File: config.mk
export PLATFORM = sky130hd
export DESIGN_NAME = axe_front_flat
export DESIGN_NICKNAME = d
export VERILOG_FILES = /design/src/rtl/aes_xts_encrypt_engine_unit_defines.svh /design/src/rtl/axe_pkg.sv /design/src/rtl/axe_if.sv /design/src/rtl/axe_front.sv /design/src/flat_wrapper.sv
export SDC_FILE = /design/constraint.sdc
export NUM_CORES = 1
export LEC_CHECK = 0
export ABC_AREA = 1
export ABC_CLOCK_PERIOD_IN_PS = 9500
export BUFFER_PORTS_ARGS = -buffer_cell sky130_fd_sc_hd__buf_4
export CAP_MARGIN = 20
export CORE_UTILIZATION = 37
export DETAILED_ROUTE_END_ITERATION = 8
export GPL_ROUTABILITY_DRIVEN = 0
export PLACE_DENSITY = 0.65
export SYNTH_ARGS = -nofsm -noshare
export SYNTH_HDL_FRONTEND = slang
export SYNTH_SLANG_ARGS = --single-unit
File: constraint.sdc
create_clock -name clk -period 9.5 [get_ports clk]
set_clock_uncertainty 0.15 [all_clocks]
set_input_delay 0.95 -clock clk [delete_from_list [all_inputs] [get_ports clk]]
set_output_delay 0.95 -clock clk [all_outputs]
set_load 0.01 [all_outputs]
File: src/rtl/aes_xts_encrypt_engine_unit_defines.svh
// Assertion macros for the XTS encryption engine.
// Used by the modules in rtl that check their own control logic.
`ifndef AES_XTS_ENCRYPT_ENGINE_UNIT_DEFINES_SVH
`define AES_XTS_ENCRYPT_ENGINE_UNIT_DEFINES_SVH
`ifndef SYNTH
`define AXE_ASSERT(lbl, clk, rst_n, prop, msg) \
    lbl: assert property (@(posedge clk) disable iff (!rst_n) prop) else $error(msg);
`define AXE_NEVER(lbl, clk, rst_n, cond, msg) \
    lbl: assert property (@(posedge clk) disable iff (!rst_n) !(cond)) else $error(msg);
`else
`define AXE_ASSERT(lbl, clk, rst_n, prop, msg)
`define AXE_NEVER(lbl, clk, rst_n, cond, msg)
`endif
`endif

File: src/rtl/axe_pkg.sv
// Shared types, constants and AES helper functions for the XTS engine.
// No dependencies.
`timescale 1ns / 1ps
package axe_pkg;

    localparam logic [2:0] REG_KEY_SIZE = 3'd0;
    localparam logic [2:0] REG_KEY_W0   = 3'd1;
    localparam logic [2:0] REG_KEY_W1   = 3'd2;
    localparam logic [2:0] REG_KEY_W2   = 3'd3;
    localparam logic [2:0] REG_KEY_W3   = 3'd4;

    localparam logic [1:0] KS_128 = 2'd0;
    localparam logic [1:0] KS_192 = 2'd1;
    localparam logic [1:0] KS_256 = 2'd2;
    localparam logic [1:0] KS_ALT = 2'd3;

    localparam logic [4:0] FULL_BYTES = 5'd16;
    localparam logic [7:0] GF_POLY    = 8'h87;
    localparam logic [7:0] AES_POLY   = 8'h1b;

    typedef enum logic [1:0] {KIND_IV, KIND_FULL, KIND_SHORT} kind_t;

    typedef enum logic [1:0] {ST_IDLE, ST_RUN, ST_DONE} bstate_t;

    typedef struct packed {
        kind_t        kind;
        logic         fin;
        logic [4:0]   nbytes;
        logic [127:0] data;
    } item_t;

    typedef struct packed {
        logic [127:0] data;
        logic [4:0]   nbytes;
        logic         last;
    } result_t;

    localparam logic [7:0] SBOX [256] = '{
        8'h63,8'h7c,8'h77,8'h7b,8'hf2,8'h6b,8'h6f,8'hc5,8'h30,8'h01,8'h67,8'h2b,8'hfe,8'hd7,8'hab,8'h76,
        8'hca,8'h82,8'hc9,8'h7d,8'hfa,8'h59,8'h47,8'hf0,8'had,8'hd4,8'ha2,8'haf,8'h9c,8'ha4,8'h72,8'hc0,
        8'hb7,8'hfd,8'h93,8'h26,8'h36,8'h3f,8'hf7,8'hcc,8'h34,8'ha5,8'he5,8'hf1,8'h71,8'hd8,8'h31,8'h15,
        8'h04,8'hc7,8'h23,8'hc3,8'h18,8'h96,8'h05,8'h9a,8'h07,8'h12,8'h80,8'he2,8'heb,8'h27,8'hb2,8'h75,
        8'h09,8'h83,8'h2c,8'h1a,8'h1b,8'h6e,8'h5a,8'ha0,8'h52,8'h3b,8'hd6,8'hb3,8'h29,8'he3,8'h2f,8'h84,
        8'h53,8'hd1,8'h00,8'hed,8'h20,8'hfc,8'hb1,8'h5b,8'h6a,8'hcb,8'hbe,8'h39,8'h4a,8'h4c,8'h58,8'hcf,
        8'hd0,8'hef,8'haa,8'hfb,8'h43,8'h4d,8'h33,8'h85,8'h45,8'hf9,8'h02,8'h7f,8'h50,8'h3c,8'h9f,8'ha8,
        8'h51,8'ha3,8'h40,8'h8f,8'h92,8'h9d,8'h38,8'hf5,8'hbc,8'hb6,8'hda,8'h21,8'h10,8'hff,8'hf3,8'hd2,
        8'hcd,8'h0c,8'h13,8'hec,8'h5f,8'h97,8'h44,8'h17,8'hc4,8'ha7,8'h7e,8'h3d,8'h64,8'h5d,8'h19,8'h73,
        8'h60,8'h81,8'h4f,8'hdc,8'h22,8'h2a,8'h90,8'h88,8'h46,8'hee,8'hb8,8'h14,8'hde,8'h5e,8'h0b,8'hdb,
        8'he0,8'h32,8'h3a,8'h0a,8'h49,8'h06,8'h24,8'h5c,8'hc2,8'hd3,8'hac,8'h62,8'h91,8'h95,8'he4,8'h79,
        8'he7,8'hc8,8'h37,8'h6d,8'h8d,8'hd5,8'h4e,8'ha9,8'h6c,8'h56,8'hf4,8'hea,8'h65,8'h7a,8'hae,8'h08,
        8'hba,8'h78,8'h25,8'h2e,8'h1c,8'ha6,8'hb4,8'hc6,8'he8,8'hdd,8'h74,8'h1f,8'h4b,8'hbd,8'h8b,8'h8a,
        8'h70,8'h3e,8'hb5,8'h66,8'h48,8'h03,8'hf6,8'h0e,8'h61,8'h35,8'h57,8'hb9,8'h86,8'hc1,8'h1d,8'h9e,
        8'he1,8'hf8,8'h98,8'h11,8'h69,8'hd9,8'h8e,8'h94,8'h9b,8'h1e,8'h87,8'he9,8'hce,8'h55,8'h28,8'hdf,
        8'h8c,8'ha1,8'h89,8'h0d,8'hbf,8'he6,8'h42,8'h68,8'h41,8'h99,8'h2d,8'h0f,8'hb0,8'h54,8'hbb,8'h16
    };

    function automatic logic [7:0] xtime(input logic [7:0] b);
        return {b[6:0], 1'b0} ^ (b[7] ? AES_POLY : 8'h00);
    endfunction

    // SubBytes, ShiftRows and, unless last, MixColumns
    function automatic logic [127:0] aes_round(input logic [127:0] s, input logic last);
        logic [7:0]   sb [16];
        logic [7:0]   t [16];
        logic [127:0] o;
        logic [7:0]   a0, a1, a2, a3, x;
        for (int i = 0; i < 16; i++) begin
            sb[i] = SBOX[s[8*i +: 8]];
        end
        for (int c = 0; c < 4; c++) begin
            for (int i = 0; i < 4; i++) begin
                t[4*c+i] = sb[4*((c+i) % 4) + i];
            end
        end
        for (int c = 0; c < 4; c++) begin
            a0 = t[4*c];
            a1 = t[4*c+1];
            a2 = t[4*c+2];
            a3 = t[4*c+3];
            x  = a0 ^ a1 ^ a2 ^ a3;
            if (last) begin
                o[32*c +: 32] = {a3, a2, a1, a0};
            end else begin
                o[32*c      +: 8] = a0 ^ x ^ xtime(a0 ^ a1);
                o[32*c + 8  +: 8] = a1 ^ x ^ xtime(a1 ^ a2);
                o[32*c + 16 +: 8] = a2 ^ x ^ xtime(a2 ^ a3);
                o[32*c + 24 +: 8] = a3 ^ x ^ xtime(a3 ^ a0);
            end
        end
        return o;
    endfunction

    function automatic logic [127:0] gf_alpha(input logic [127:0] t);
        logic [127:0] o;
        o = {t[126:0], 1'b0};
        o[7:0] = o[7:0] ^ (t[127] ? GF_POLY : 8'h00);
        return o;
    endfunction

    function automatic logic [127:0] byte_mask(input logic [4:0] n);
        logic [127:0] m;
        for (int b = 0; b < 16; b++) begin
            m[8*b +: 8] = (5'(b) < n) ? 8'hff : 8'h00;
        end
        return m;
    endfunction

endpackage

File: src/rtl/axe_if.sv
// Item channel interfaces for the XTS engine: plaintext in, ciphertext out.
// No dependencies.
`timescale 1ns / 1ps
interface axe_in_if;
    logic        valid;
    logic        ready;
    logic        action;
    logic [63:0] word_lo;
    logic [63:0] word_hi;
    logic [4:0]  byte_count;
    logic        final_req;
    modport source (output valid, action, word_lo, word_hi, byte_count, final_req,
                    input ready);
    modport sink (input valid, action, word_lo, word_hi, byte_count, final_req,
                  output ready);
endinterface


File: src/rtl/axe_front.sv
// Front end: accept items, classify them and hold them in a two-entry queue.
// Depends on axe_pkg and axe_in_if.
`timescale 1ns / 1ps
module axe_front (
    input  logic           clk,
    input  logic           rst_n,
    input  logic           hold,
    axe_in_if.sink         in_ch,
    output logic           q_valid,
    output axe_pkg::item_t q_item,
    input  logic           q_pop
);
    axe_pkg::item_t q_mem [2];
    logic           wptr_reg, rptr_reg;
    logic [1:0]     cnt_reg, cnt_next;
    logic           push;
    axe_pkg::item_t cls;

    always_comb
    begin
        cls.data = {in_ch.word_hi, in_ch.word_lo};
        cls.fin  = in_ch.final_req;
        if (!in_ch.action)
        begin
            cls.kind   = axe_pkg::KIND_IV;
            cls.nbytes = axe_pkg::FULL_BYTES;
        end
        else if (in_ch.final_req && (in_ch.byte_count inside {[5'd1:5'd15]}))
        begin
            cls.kind   = axe_pkg::KIND_SHORT;
            cls.nbytes = in_ch.byte_count;
        end
        else
        begin
            cls.kind   = axe_pkg::KIND_FULL;
            cls.nbytes = axe_pkg::FULL_BYTES;
        end
    end

    assign in_ch.ready = !hold && (cnt_reg != 2'd2);
    assign push        = in_ch.valid && in_ch.ready;
    assign q_valid     = (cnt_reg != 2'd0);
    assign q_item      = q_mem[rptr_reg];
    assign cnt_next    = cnt_reg + {1'b0, push} - {1'b0, q_pop};

    always_ff @(posedge clk or negedge rst_n)
    begin
        if (!rst_n)
        begin
            wptr_reg <= 1'b0;
            rptr_reg <= 1'b0;
            cnt_reg  <= '0;
        end
        else
        begin
            wptr_reg <= wptr_reg ^ push;
            rptr_reg <= rptr_reg ^ q_pop;
            cnt_reg  <= cnt_next;
        end
    end

    always_ff @(posedge clk)
    begin
        if (push)
        begin
            q_mem[wptr_reg] <= cls;
        end
    end
endmodule

File: src/flat_wrapper.sv
// flat-port wrapper written by rule: the top's interface ports become plain ports
module axe_front_flat 
  (clk, rst_n, hold, q_valid, q_item, q_pop, in_ch_valid, in_ch_action, in_ch_word_lo, in_ch_word_hi, in_ch_byte_count, in_ch_final_req, in_ch_ready);
  axe_in_if in_ch_i ();
  input  logic clk;
  input  logic rst_n;
  input  logic hold;
  output logic q_valid;
  output axe_pkg::item_t q_item;
  input  logic q_pop;
  input wire logic [$bits(in_ch_i.valid)-1:0] in_ch_valid;
  input wire logic [$bits(in_ch_i.action)-1:0] in_ch_action;
  input wire logic [$bits(in_ch_i.word_lo)-1:0] in_ch_word_lo;
  input wire logic [$bits(in_ch_i.word_hi)-1:0] in_ch_word_hi;
  input wire logic [$bits(in_ch_i.byte_count)-1:0] in_ch_byte_count;
  input wire logic [$bits(in_ch_i.final_req)-1:0] in_ch_final_req;
  output wire logic [$bits(in_ch_i.ready)-1:0] in_ch_ready;
  assign in_ch_i.valid = in_ch_valid;
  assign in_ch_i.action = in_ch_action;
  assign in_ch_i.word_lo = in_ch_word_lo;
  assign in_ch_i.word_hi = in_ch_word_hi;
  assign in_ch_i.byte_count = in_ch_byte_count;
  assign in_ch_i.final_req = in_ch_final_req;
  assign in_ch_ready = in_ch_i.ready;
  axe_front u_core (.clk(clk), .rst_n(rst_n), .hold(hold), .in_ch(in_ch_i), .q_valid(q_valid), .q_item(q_item), .q_pop(q_pop));
endmodule
---- Word-level counts from Yosys, hierarchy flattened ----
Memory sizes are Yosys's and may differ from the RTL's.
Index checks and enable logic that the tools add are counted.
word-level totals
  word-level logic and storage cells ...... 23
  bits in registers ....................... 4
  memory bits (writable) .................. 272
  output and inout bits ................... 138
  memories kept ........................... 1
memory list
  name          depth  bits a word  read ports  clocked after Yosys merged registers in  write ports  line             text
  u_core.q_mem  2      136          1           0                                        1            axe_front.sv:13  axe_pkg::item_t q_mem [2];
operators by class
  bitwise logic cells ..................... 2
  reductions and logical operators ........ 6
  muxes and demuxes ....................... 6
  eq/ne operators ......................... 1
  magnitude comparators ................... 2
  add/subtract/negate cells ............... 2
operator list
  kind                                                                   number
  5-bit two-way mux                                                      2
  5-bit by 1-bit >= comparator with 1-bit output, second input constant  1
  5-bit by 4-bit <= comparator with 1-bit output, second input constant  1
  1-bit logical AND                                                      4
  2-bit two-way mux                                                      2
  2-bit by 1-bit adder with 2-bit output                                 1
  1-bit two-way mux                                                      2
  2-bit != test, second input constant                                   1
  2-bit nonzero test                                                     1
  2-bit by 1-bit subtractor with 2-bit output                            1
  1-bit bitwise XOR                                                      2
  1-bit zero test                                                        1

---- Depth between registers and ports, before layout ----
  depth after elaboration ................. 5
  gate-level depth with buffers ........... 7
  depth with buffers taken out ............ 7

---- Worst setup path after synthesis ----
OpenSTA, ideal clock, no wires.
  path type ............................... input to register
  start point ............................. input port hold
  end point ............................... memory u_core.q_mem[1][0] in the netlist's numbering, enable pin
  path buffers ............................ 0
  setup time .............................. 0.512 ns
  cell stages on the path ................. 3
  path slack .............................. 4.250 ns
  data arrival time ....................... 4.588 ns
  cell sequence ........................... a21oi_1 and2_1 ha_1
on the way
  cells in the longest elaborated chain, start to end .. 5
RTL lines
  element                                  line               text
  start: declaration                       flat_wrapper.sv:7  input logic hold;
  1-bit zero test                          axe_front.sv:40    assign in_ch.ready = !hold && (cnt_reg != 2'd2);
  1-bit logical AND                        axe_front.sv:40
  1-bit logical AND                        axe_front.sv:41    assign push = in_ch.valid && in_ch.ready;
  1-bit two-way mux                        axe_front.sv:64    if (push)
  1-bit two-way mux (implied by the code)  axe_front.sv:66    q_mem[wptr_reg] <= cls;
  end: declaration                         axe_front.sv:13
Every way passes these cells.

==> qor.csv <==
metric,value,unit
status,"complete, no violations",
period_share,38.0,%
antenna_found_initial,2,
numCtsBuffers,29,
crit_fanout,59,
wire_per_inst,17.7,µm
clk_pin_slew,0.06,ns
power_density,272,mW/mm²
post_cts_buffers,0,
cp.required,8.40,ns
drive_gt1_share,59.0,%
worst_path_largest_cell_delay,0.69,ns
hold_viol,0,
via_per_inst,4.60,
hp-class,in2async,
crit_top_cell,buf_4,
design_area,0.0135,mm²
cp.arrival,2.51,ns
synth_area,0.0102,mm²
cts_max_level,1,
syn_avg_cell_area,22.0,µm²
die_y,168,µm
setup_viol_count_final,0,
first_iter_violations,220,
hpwl,12800,µm
grt_start_max_net_pins,60,
cp.buffers_inverters,2,
cp-start-kind,flip-flop,
path_class,reg2out,
total_leakage_power,5.02,nW
critPathTopFamily,buffers and inverters,
place_area,0.0126,mm²
nets,905,
clock_path_buffers,3,
die_w,168,µm
syn_nets,606,
path_cells,"buf_4, mux2_2, buf_4",
slew_violations,0,
clock_latency,0.53,ns
hold_buffers,0,
whs,0.0586,ns
slew_headroom,43.5,%
cap_violations,0,
wl,19900,µm
yosysSeqAreaShare,81.2,%
grtUsageTotal,13.7,%
firstDrtPassIters,4,
cts.sinks,276,
mostFrequentLayoutCells,"buf_4 (283), edfxtp_1 (272), mux2_2 (136)",
tightest_slew,0.847,ns
cts_resized,0,
grt_pass1_vias,5442,
end_kind,output pin,
grt_pass1_wl,29800,µm
vias,5180,
ir_worst_vdd,150,µV
largest_register_ffs,272,
fin_crit,3.61,ns
rows,60,
ys_warn_count,0,
root_buffer,clkbuf_16,
drc,0,
setup_tns,0,ns
port_buffers,277,
core,0.0270,mm²
synthCells,462,
start_util,37.8,%
ys_ff_latch,276,
area_growth_syn_to_layout,32.4,%
fmax,277,MHz
cts_tree,built,
final_common_cell,buf_4,
ioPinCount,278,
dieArea,0.0282,mm²
drtAntennaViolNets,0,
crit_slowest_cell,buf_4,
ys_types,15,
overflow,0,
rsz0062_at_grt,no,
## worst paths after layout
kind,from,endpoint,slack [ns],cells past startpoint
min reg2reg,u_core.cnt_reg[1],u_core.cnt_reg[1],0.48,3
max,u_core.rptr_reg,q_item[92],5.89,3
max reg2reg,u_core.cnt_reg[1],u_core.q_mem[0][25],6.84,4
min,rst_n,u_core.cnt_reg[1],0.06,1
min in group clk,q_pop,u_core.rptr_reg,0.44,2
max in group asynchronous,rst_n,u_core.rptr_reg,9.02,1
## kinds of logic (layout without fill, tap and decap cells)
logic type	after synthesis	after routing	synth area share (%)
AO/OA/AOI/OAI	2	2	0.0983
XOR/XNOR	3	3	0.258
adder cells (fa/ha/maj)	4	4	0.491
buffers and inverters	27	348	2.35
flip-flops	276	276	81.2
multiplexers	136	136	15.0
other	0	1	0
AND/OR/NAND/NOR	14	14	0.578
## power breakdown
| part | total, mW | leakage, nW | internal, mW | switching, mW |
|---|---|---|---|---|
| Combinational | 1.03 | 2.04 | 0.544 | 0.487 |
| Clock | 1.07 | 0.448 | 0.638 | 0.437 |
| Sequential | 1.57 | 2.54 | 1.51 | 0.0508 |
| Total | 3.67 | 5.02 | 2.70 | 0.975 |
## synthesized netlist by cell type
cell type	number	area share, %
inv_1	12	0.44
clkbuf_8	10	1.4
nand2_1	4	0.15
or2_2	1	0.061
dfrtp_1	4	0.98
edfxtp_1	272	80
nor2_1	7	0.26
xnor2_1	1	0.086
mux2_2	136	15
a21oi_1	2	0.098
ha_1	4	0.49
nand3_1	1	0.049
xor2_1	2	0.17
and2_1	1	0.061
buf_6	5	0.55
## worst register-to-register path: stages, from the launching register on
cell     delay [ns]
dfrtp_1        0.42
a21oi_1        0.20
and2_1         0.34
ha_4           0.42
buf_4          0.71
## metal layers
| layer | part of all wire (%) | wire [µm] | vias up | GRT usage (%) |
|---|---|---|---|---|
| met5 | 0.095 | 19 | - | 0 |
| met4 | 2.1 | 423 | 2 | 3.67 |
| met3 | 8.2 | 1640 | 32 | 4.84 |
| met2 | 48 | 9620 | 183 | 22.2 |
| met1 | 41 | 8240 | 2554 | 17.4 |
| li1 | - | - | 2409 | - |
## metrics by stage
stage          util [%]  setup WS, ns  std cells  total power, mW
2_1_floorplan         -          4.25        462             2.22
3_3_place_gp       46.6          6.19       1071             2.64
3_5_place_dp       46.6          6.18       1071             2.64
4_1_cts            50.0          5.82       1124             3.73
5_1_grt            50.0          5.77       1124             3.84
6_report           50.0          5.89       1125             3.67
## final cells by class
cell class,count,area (µm²)
Antenna cell,1,2.50
Clock buffer,34,744
Inverter,12,45.0
Timing Repair Buffer,283,2120
Tap cell,341,427
Clock inverter,19,166
Sequential cell,276,8270
Fill cell,2273,13500
Multi-Input combinational cell,159,1700
No activity file was read; power rests on OpenSTA's default activity.
