--- config.mk ---
export PLATFORM = sky130hd
export DESIGN_NAME = axe_keyexp
export DESIGN_NICKNAME = d
export VERILOG_FILES = /design/src/rtl/aes_xts_encrypt_engine_unit_defines.svh /design/src/rtl/axe_pkg.sv /design/src/rtl/axe_keyexp.sv
export SDC_FILE = /design/constraint.sdc
export NUM_CORES = 2
export LEC_CHECK = 0
export BUFFER_PORTS_ARGS = -buffer_cell sky130_fd_sc_hd__buf_2
export CAP_MARGIN = 40
export CELL_PAD_IN_SITES_DETAIL_PLACEMENT = 1
export CELL_PAD_IN_SITES_GLOBAL_PLACEMENT = 1
export CORE_AREA = 8 8 476 945
export CTS_BUF_LIST = sky130_fd_sc_hd__clkbuf_8
export CTS_CLUSTER_DIAMETER = 30
export CTS_CLUSTER_SIZE = 14
export DETAILED_ROUTE_END_ITERATION = 10
export DIE_AREA = 0 0 484 953
export GPL_TIMING_DRIVEN = 0
export PLACE_DENSITY = 0.52
export SYNTH_ARGS = -nofsm -noshare
export SYNTH_HDL_FRONTEND = slang
export SYNTH_SLANG_ARGS = --single-unit
export TNS_END_PERCENT = 5
--- constraint.sdc ---
create_clock -name clk -period 30 [get_ports clk]
set_clock_uncertainty 0.15 [all_clocks]
set_input_delay 6 -clock clk [delete_from_list [all_inputs] [get_ports clk]]
set_output_delay 6 -clock clk [all_outputs]
set_load 0.01 [all_outputs]
--- src/rtl/aes_xts_encrypt_engine_unit_defines.svh ---
// Assertion macros for the XTS encryption engine.
// Used by the modules in rtl that check their own control logic.
`ifndef AES_XTS_ENCRYPT_ENGINE_UNIT_DEFINES_SVH
`define AES_XTS_ENCRYPT_ENGINE_UNIT_DEFINES_SVH
`ifndef SYNTH
`define AXE_ASSERT(lbl, clk, rst_n, prop, msg) \
    lbl: assert property (@(posedge clk) disable iff (!rst_n) prop) else $error(msg);
`define AXE_NEVER(lbl, clk, rst_n, cond, msg) \
    lbl: assert property (@(posedge clk) disable iff (!rst_n) !(cond)) else $error(msg);
`else
`define AXE_ASSERT(lbl, clk, rst_n, prop, msg)
`define AXE_NEVER(lbl, clk, rst_n, cond, msg)
`endif
`endif

--- src/rtl/axe_pkg.sv ---
// Shared types, constants and AES helper functions for the XTS engine.
// No dependencies.
`timescale 1ns / 1ps
package axe_pkg;

    localparam logic [2:0] REG_KEY_SIZE = 3'd0;
    localparam logic [2:0] REG_KEY_W0   = 3'd1;
    localparam logic [2:0] REG_KEY_W1   = 3'd2;
    localparam logic [2:0] REG_KEY_W2   = 3'd3;
    localparam logic [2:0] REG_KEY_W3   = 3'd4;

    localparam logic [1:0] KS_128 = 2'd0;
    localparam logic [1:0] KS_192 = 2'd1;
    localparam logic [1:0] KS_256 = 2'd2;
    localparam logic [1:0] KS_ALT = 2'd3;

    localparam logic [4:0] FULL_BYTES = 5'd16;
    localparam logic [7:0] GF_POLY    = 8'h87;
    localparam logic [7:0] AES_POLY   = 8'h1b;

    typedef enum logic [1:0] {KIND_IV, KIND_FULL, KIND_SHORT} kind_t;

    typedef enum logic [1:0] {ST_IDLE, ST_RUN, ST_DONE} bstate_t;

    typedef struct packed {
        kind_t        kind;
        logic         fin;
        logic [4:0]   nbytes;
        logic [127:0] data;
    } item_t;

    typedef struct packed {
        logic [127:0] data;
        logic [4:0]   nbytes;
        logic         last;
    } result_t;

    localparam logic [7:0] SBOX [256] = '{
        8'h63,8'h7c,8'h77,8'h7b,8'hf2,8'h6b,8'h6f,8'hc5,8'h30,8'h01,8'h67,8'h2b,8'hfe,8'hd7,8'hab,8'h76,
        8'hca,8'h82,8'hc9,8'h7d,8'hfa,8'h59,8'h47,8'hf0,8'had,8'hd4,8'ha2,8'haf,8'h9c,8'ha4,8'h72,8'hc0,
        8'hb7,8'hfd,8'h93,8'h26,8'h36,8'h3f,8'hf7,8'hcc,8'h34,8'ha5,8'he5,8'hf1,8'h71,8'hd8,8'h31,8'h15,
        8'h04,8'hc7,8'h23,8'hc3,8'h18,8'h96,8'h05,8'h9a,8'h07,8'h12,8'h80,8'he2,8'heb,8'h27,8'hb2,8'h75,
        8'h09,8'h83,8'h2c,8'h1a,8'h1b,8'h6e,8'h5a,8'ha0,8'h52,8'h3b,8'hd6,8'hb3,8'h29,8'he3,8'h2f,8'h84,
        8'h53,8'hd1,8'h00,8'hed,8'h20,8'hfc,8'hb1,8'h5b,8'h6a,8'hcb,8'hbe,8'h39,8'h4a,8'h4c,8'h58,8'hcf,
        8'hd0,8'hef,8'haa,8'hfb,8'h43,8'h4d,8'h33,8'h85,8'h45,8'hf9,8'h02,8'h7f,8'h50,8'h3c,8'h9f,8'ha8,
        8'h51,8'ha3,8'h40,8'h8f,8'h92,8'h9d,8'h38,8'hf5,8'hbc,8'hb6,8'hda,8'h21,8'h10,8'hff,8'hf3,8'hd2,
        8'hcd,8'h0c,8'h13,8'hec,8'h5f,8'h97,8'h44,8'h17,8'hc4,8'ha7,8'h7e,8'h3d,8'h64,8'h5d,8'h19,8'h73,
        8'h60,8'h81,8'h4f,8'hdc,8'h22,8'h2a,8'h90,8'h88,8'h46,8'hee,8'hb8,8'h14,8'hde,8'h5e,8'h0b,8'hdb,
        8'he0,8'h32,8'h3a,8'h0a,8'h49,8'h06,8'h24,8'h5c,8'hc2,8'hd3,8'hac,8'h62,8'h91,8'h95,8'he4,8'h79,
        8'he7,8'hc8,8'h37,8'h6d,8'h8d,8'hd5,8'h4e,8'ha9,8'h6c,8'h56,8'hf4,8'hea,8'h65,8'h7a,8'hae,8'h08,
        8'hba,8'h78,8'h25,8'h2e,8'h1c,8'ha6,8'hb4,8'hc6,8'he8,8'hdd,8'h74,8'h1f,8'h4b,8'hbd,8'h8b,8'h8a,
        8'h70,8'h3e,8'hb5,8'h66,8'h48,8'h03,8'hf6,8'h0e,8'h61,8'h35,8'h57,8'hb9,8'h86,8'hc1,8'h1d,8'h9e,
        8'he1,8'hf8,8'h98,8'h11,8'h69,8'hd9,8'h8e,8'h94,8'h9b,8'h1e,8'h87,8'he9,8'hce,8'h55,8'h28,8'hdf,
        8'h8c,8'ha1,8'h89,8'h0d,8'hbf,8'he6,8'h42,8'h68,8'h41,8'h99,8'h2d,8'h0f,8'hb0,8'h54,8'hbb,8'h16
    };

    function automatic logic [7:0] xtime(input logic [7:0] b);
        return {b[6:0], 1'b0} ^ (b[7] ? AES_POLY : 8'h00);
    endfunction

    // SubBytes, ShiftRows and, unless last, MixColumns
    function automatic logic [127:0] aes_round(input logic [127:0] s, input logic last);
        logic [7:0]   sb [16];
        logic [7:0]   t [16];
        logic [127:0] o;
        logic [7:0]   a0, a1, a2, a3, x;
        for (int i = 0; i < 16; i++) begin
            sb[i] = SBOX[s[8*i +: 8]];
        end
        for (int c = 0; c < 4; c++) begin
            for (int i = 0; i < 4; i++) begin
                t[4*c+i] = sb[4*((c+i) % 4) + i];
            end
        end
        for (int c = 0; c < 4; c++) begin
            a0 = t[4*c];
            a1 = t[4*c+1];
            a2 = t[4*c+2];
            a3 = t[4*c+3];
            x  = a0 ^ a1 ^ a2 ^ a3;
            if (last) begin
                o[32*c +: 32] = {a3, a2, a1, a0};
            end else begin
                o[32*c      +: 8] = a0 ^ x ^ xtime(a0 ^ a1);
                o[32*c + 8  +: 8] = a1 ^ x ^ xtime(a1 ^ a2);
                o[32*c + 16 +: 8] = a2 ^ x ^ xtime(a2 ^ a3);
                o[32*c + 24 +: 8] = a3 ^ x ^ xtime(a3 ^ a0);
            end
        end
        return o;
    endfunction

    function automatic logic [127:0] gf_alpha(input logic [127:0] t);
        logic [127:0] o;
        o = {t[126:0], 1'b0};
        o[7:0] = o[7:0] ^ (t[127] ? GF_POLY : 8'h00);
        return o;
    endfunction

    function automatic logic [127:0] byte_mask(input logic [4:0] n);
        logic [127:0] m;
        for (int b = 0; b < 16; b++) begin
            m[8*b +: 8] = (5'(b) < n) ? 8'hff : 8'h00;
        end
        return m;
    endfunction

endpackage

--- src/rtl/axe_keyexp.sv ---
// AES key schedule, one 32-bit word a cycle, into a 15-entry round key store.
// Depends on axe_pkg.
`timescale 1ns / 1ps
module axe_keyexp (
    input  logic         clk,
    input  logic         rst_n,
    input  logic         start,
    input  logic [1:0]   key_size,
    input  logic [255:0] key,
    input  logic [3:0]   rk_addr,
    output logic [127:0] rk_data,
    output logic [3:0]   nr,
    output logic         busy
);
    logic [127:0] rk_mem [15];
    logic [31:0]  win_reg [8];
    logic [5:0]   idx_reg, idx_next;
    logic [2:0]   mod_reg, mod_next;
    logic [7:0]   rcon_reg, rcon_next;
    logic         busy_reg;
    logic [3:0]   nk;
    logic [5:0]   total;
    logic [31:0]  prev, back, tw, word_new;

    always_comb
    begin
        case (key_size)
            axe_pkg::KS_128:
            begin
                nk = 4'd4; nr = 4'd10; total = 6'd44; back = win_reg[4];
            end
            axe_pkg::KS_192:
            begin
                nk = 4'd6; nr = 4'd12; total = 6'd52; back = win_reg[2];
            end
            default:
            begin
                nk = 4'd8; nr = 4'd14; total = 6'd60; back = win_reg[0];
            end
        endcase
    end

    always_comb
    begin
        prev = win_reg[7];
        tw   = prev;
        rcon_next = rcon_reg;
        if (mod_reg == 3'd0)
        begin
            tw = {axe_pkg::SBOX[prev[7:0]], axe_pkg::SBOX[prev[31:24]],
                  axe_pkg::SBOX[prev[23:16]], axe_pkg::SBOX[prev[15:8]] ^ rcon_reg};
        end
        else if (nk == 4'd8 && mod_reg == 3'd4)
        begin
            tw = {axe_pkg::SBOX[prev[31:24]], axe_pkg::SBOX[prev[23:16]],
                  axe_pkg::SBOX[prev[15:8]], axe_pkg::SBOX[prev[7:0]]};
        end
        if ({2'b00, idx_reg} < {4'd0, nk})
        begin
            word_new = key[32*idx_reg[2:0] +: 32];
        end
        else
        begin
            word_new = back ^ tw;
            if (mod_reg == 3'd0)
            begin
                rcon_next = axe_pkg::xtime(rcon_reg);
            end
        end
        idx_next = idx_reg + 6'd1;
        mod_next = ({1'b0, mod_reg} == nk - 4'd1) ? 3'd0 : mod_reg + 3'd1;
    end

    always_ff @(posedge clk or negedge rst_n)
    begin
        if (!rst_n)
        begin
            busy_reg <= 1'b1;
            idx_reg  <= '0;
            mod_reg  <= '0;
            rcon_reg <= 8'h01;
        end
        else if (start)
        begin
            busy_reg <= 1'b1;
            idx_reg  <= '0;
            mod_reg  <= '0;
            rcon_reg <= 8'h01;
        end
        else if (busy_reg)
        begin
            idx_reg  <= idx_next;
            mod_reg  <= mod_next;
            rcon_reg <= rcon_next;
            busy_reg <= (idx_next != total);
        end
    end

    always_ff @(posedge clk)
    begin
        if (busy_reg && !start)
        begin
            rk_mem[idx_reg[5:2]][32*idx_reg[1:0] +: 32] <= word_new;
            for (int k = 0; k < 7; k++)
            begin
                win_reg[k] <= win_reg[k+1];
            end
            win_reg[7] <= word_new;
        end
    end

    assign rk_data = rk_mem[rk_addr];
    assign busy    = busy_reg;
endmodule

Word-level counts from Yosys, hierarchy flattened. Memory sizes are Yosys's and may differ from the RTL's. Index checks and enable logic that the tools add are counted.

Register bits after elaboration: 18. Bits in writable memories: 2176. Bits in read-only memories: 8192. Input bits: 265. Output and inout port bits: 133. Logic and storage cells: 73. Memories kept: 6.

Memory list: (name not given) (words 256, width 8, rd ports 1, clocked after Yosys merged registers in 0, wr ports 0, line axe_keyexp.sv:56) `axe_pkg::SBOX[prev[15:8]], axe_pkg::SBOX[prev[7:0]]};`; (name not given) (words 256, width 8, rd ports 1, clocked after Yosys merged registers in 0, wr ports 0, line axe_keyexp.sv:56); (name not given) (words 256, width 8, rd ports 1, clocked after Yosys merged registers in 0, wr ports 0, line axe_keyexp.sv:55) `tw = {axe_pkg::SBOX[prev[31:24]], axe_pkg::SBOX[prev[23:16]],`; (name not given) (words 256, width 8, rd ports 1, clocked after Yosys merged registers in 0, wr ports 0, line axe_keyexp.sv:55); rk_mem (words 15, width 128, rd ports 1, clocked after Yosys merged registers in 0, wr ports 1, line axe_keyexp.sv:15) `logic [127:0] rk_mem [15];`; win_reg (words 8, width 32, rd ports 8, clocked after Yosys merged registers in 0, wr ports 8, line axe_keyexp.sv:16) `logic [31:0] win_reg [8];`.

Add/sub/neg operators: 4. $lt $le $gt $ge: 5. Eq/ne operators: 6. Shift-type cells: 3. Mux-type cells: 30. Bitwise operators: 7. Reduce and logical (&&, ||, !) cells: 8.

Operators by type and width (count): $shiftx A256 B9 Y32 (1); $mux W128 (1); $shift A32 B34 Y128 const A (1); $shiftx A32 B34 Y128 (1); $mux W32 (3); $mux W8 (12); $pmux W32 S2 (1); $ge A9 B9 Y1 const B (4); $not A8 Y9 (4); $neg A7 Y34 (1); $xor A32 B32 Y32 (1); $mux W6 (2); $pmux W5 S2 (1); $mux W3 (3); $pmux W4 S2 (1); $xor A8 B5 Y8 (1); $xor A8 B8 Y8 (1); $add A6 B1 Y6 const B (1); $lt A6 B4 Y1 (1); $ne A6 B6 Y1 (1); $pmux W3 S2 (1); $mux W5 (1); $eq A3 B4 Y1 (1); $eq A4 B4 Y1 const B (1); other kinds (12) (17).

Longest topological paths before layout. An unclocked memory read counts as a cell.

Depth after elaboration: 10. Gate-level depth with buffers: 15. Mapped depth without buffers: 11.

Worst setup path after synthesis. Ideal clock, no wire load.

Path kind: in2reg. From: input start. To: memory rk_mem[13][0] (enable). Setup time: 0.421 ns. Data arrival time: 21.181 ns. Data required time: 29.429 ns. Path slack: 8.247 ns. Stages on the path: 4. Path buffers: 1. Path through: clkbuf_1 nor2b_1 nand2_1 nor2_1.

Cells in the longest elaborated chain, start to end: 4.

RTL lines: start, declared (line axe_keyexp.sv:7) `input logic start,`; $logic_not A1 Y1 (line axe_keyexp.sv:101) `if (busy_reg && !start)`; $logic_and A1 B1 Y1 (line axe_keyexp.sv:101); $mux W1 (line axe_keyexp.sv:101); $mux W128 (implied by the code) (line axe_keyexp.sv:103) `rk_mem[idx_reg[5:2]][32*idx_reg[1:0] +: 32] <= word_new;`; end, declared (line axe_keyexp.sv:15).

No other way between the ends.

Final worst setup path.
From: input rk_addr[1]. To: output rk_data[77].

Cells in the longest elaborated chain, start to end: 1.

RTL lines: start, declared (line axe_keyexp.sv:10) `input logic [3:0] rk_addr,`; $mem_v2 Z15 W128; end, declared (line axe_keyexp.sv:11) `output logic [127:0] rk_data,`.

No other way between the ends.

==> results.yml <==
routing:
  highest_layer: "met5"
  via_count: 69690
  wl_per_cell_um: 32.9
  drc_errors: 0
  wl_met2_um: 202000
  wl_um: 447000
  drt_iter0_markers: 7607
  avgViaCountPerCell: 5.13
  met3_length_um: 32800
  ant_nets: 0
  drt-met1-wl_um: 191000
  dr.pass1.iters: 6
logic_synthesis:
  synth_seq_cells: 2194
  yosysWarnings: 0
  synthesis.nets: 6669
  synthesis.area_um2: 100000
  synthCells: 6335
  synthFlopType: "edfxtp_1"
  synth_edf_count: 2176
  synth_top_area_share_pct: 65.2
  synth.avg_cell_area_um2: 15.8
  ys_async_sr_fraction_pct: 0.820
  synth_area_leaders: "edfxtp_1 (65%), mux4_2 (13%), mux2i_1 (2.2%)"
  seq_area_frac_synth_pct: 65.7
  synth.distinct_cells: 111
  yosysTopAreaCell: "edfxtp_1"
clock_network:
  cts_buffer_depth: 4
  cts_setup_buffers: 0
  clk_pin_slew_ns: 0.06
  cts-htree-levels: 5
  ctsRootBufferMaster: "clkbuf_8"
  cts_tree: "built"
  clock-sinks: 2194
  cts_inserted_buffers: 408
  cts.repair.resized: 0
  clock_latency_ns: 0.93
  cts_hold_buf: 0
worst_setup_path:
  cp_common_cell: "clkbuf_1"
  crit_arrival_ns: 10.88
  critPathLaunchType: "input port"
  crit_family: "buffers and inverters"
  crit_buf_inv: 8
  worstSetupPathType: "input port to primary output"
  crit_required_ns: 23.85
  endpoint_kind: "primary output"
  slowest_stage: "clkbuf_1"
  path_max_fanout: 10
  crit_path_cell_trace: "clkbuf_2 > clkbuf_1 > buf_6 > clkbuf_2 > clkbuf_1 > clkbuf_1 > clkbuf_1 > a211oi_1 > a21oi_1 > buf_2"
  slowest_delay_ns: 0.76
global_routing:
  grt.total_usage_pct: 18.5
  grt_start_max_net_pins: 32
  grt_overflow: 0
  grt_pass1_wl_um: 609000
  antenna_found_initial: 49
  first_global_vias: 71318
run:
  timing.max_cap.violations: 0
sta:
  worst_slew_pin_slew_ns: 1.08
  min_period_over_period_pct: 56.8
  layout_min_cycle_time_ns: 17.03
  setup_ws_ns: 12.97
  setup_viol: 0
  slew_headroom_pct: 27.9
  hold_viol: 0
  rsz0062_at_grt: "false"
  holdWs_ns: 0.264
  max_freq_mhz: 58.7
  report.final.slew_viol_count: 0
floorplanning:
  coreArea_um2: 437000
  die_w_um: 484
  ios: 398
  die_area_um2: 461000
  fp.dieH_um: 953
  start_util_pct: 22.9
  rows: 344
finish:
  fin_nets: 7857
  syn_to_final_growth_pct: 24.8
  fin_cells: 13581
  largest_register_ffs: 1920
  drive_above_1_share_pct: 30.5
power_and_ir_drop:
  p_switching_mw: 2.70
  pwr-share-comb_pct: 21.6
  switching_share_pct: 31.8
  p_clk_share_pct: 37.3
  power.internal_mw: 5.78
  ir_drop_v: 0.0000379
  finalPower_mw: 8.48
  pwr-share-seq_pct: 41.1
  p_per_area_nw_per_um2: 67.9
  leakagePower_nw: 41.4
run_status:
  outcome: "complete, no violations"
placement:
  place_congestion: 0.948
  dp_slack_ns: 13.02
  dpl.hpwl_um: 333000
  port_buffers: 389
  dp_cells: 12809
hold_path:
  hold_class: "flip-flop to flip-flop"
-- routing by layer --
layer,GRT usage [%],vias to the layer above
li1,-,28066
met1,25.0,37216
met2,29.1,3558
met3,3.66,844
met4,7.52,6
met5,0,-
-- final cells by class --
cell class | instances | area, um^2
fillers | 46612 | 312000
diodes | 16 | 40.0
plain buffers | 522 | 2350
multi-input cells | 3549 | 32500
clock buffers | 414 | 5700
repair buffers | 778 | 7890
flip-flops and latches | 2194 | 65800
well taps | 5709 | 7140
inverters | 70 | 263
clock inverters | 329 | 3240
-- kinds of logic (layout without fill, tap and decap cells) --
logic type	after synthesis	after routing	share of synthesized area (%)
AOI/OAI and AO/OA	1177	1177	8.00
xor gates and xnor gates	26	26	0.227
adders and majority gates	69	69	0.862
buffers and inverters	592	2113	2.59
DFF	2194	2194	65.7
muxes	826	826	15.5
other	2	18	0.00750
and+or+nand+nor	1449	1449	7.10
-- power groups by stage --
stage / logic, mW / clock network (mW) / registers, mW
2_1_floorplan: 0.822 / 0 / 3.53
3_3_place_gp: 1.67 / 0 / 3.56
3_5_place_dp: 1.79 / 0 / 3.55
4_1_cts: 1.79 / 3.23 / 3.48
5_1_grt: 1.87 / 3.34 / 3.48
6_report: 1.83 / 3.16 / 3.48
-- cells in the final DEF, fill, tap and decap left out, drive strengths merged, types with 29 or more instances in the layout --
cell type,netlist,routed
o221ai,29,29
a21oi,205,205
ha,69,69
inv,60,128
nor2b,126,126
nand2b,97,97
clkinv,10,170
o311ai,46,46
a211oi,67,67
o21ai,327,327
edfxtp,2176,2176
clkinvlp,0,48
nor2,368,368
nand2,378,378
o211ai,66,66
mux2i,221,221
and2,33,33
a311oi,31,31
a31oi,67,67
mux4,579,579
clkbuf,276,690
nand3,123,123
nor3,105,105
bufinv,0,53
or2,35,35
buf,246,1024
-- synthesized netlist by cell type, types with 97 or more instances --
cell type	instances
nand3_1	123
mux2i_1	220
nand2_1	375
o21ai_0	319
nand2b_1	97
buf_2	117
nor3_1	104
a21oi_1	204
nor2b_1	125
clkbuf_1	274
edfxtp_1	2176
mux4_2	579
nor2_1	365
-- path summary, 6_finish.rpt --
| check | slack, ns | to | depth (start not counted) | from |
|---|---|---|---|---|
| min | 0.26 | win_reg[0][25] | 0 | win_reg[0][57] |
| min in group asynchronous | 4.93 | rcon_reg[6] | 1 | rst_n |
| max reg2reg | 22.42 | rk_mem[12][37] | 17 | win_reg[1][96] |
| max in group asynchronous | 24.35 | idx_reg[0] | 1 | rst_n |
| max | 12.97 | rk_data[77] | 10 | rk_addr[1] |
| min reg2reg | 0.26 | win_reg[0][25] | 0 | win_reg[0][57] |
-- metrics by stage --
| step | setup TNS, ns | cell area, um^2 | util, % |
|---|---|---|---|
| detailed placement | 0 | 116000 | 26.5 |
| finish | 0 | 125000 | 28.6 |
| CTS | 0 | 125000 | 28.5 |
| global route | 0 | 125000 | 28.6 |
| global placement | -1519.74 | 109000 | 25.0 |
| floorplan | 0 | 100000 | - |
Power figures use the tool's default switching activity.
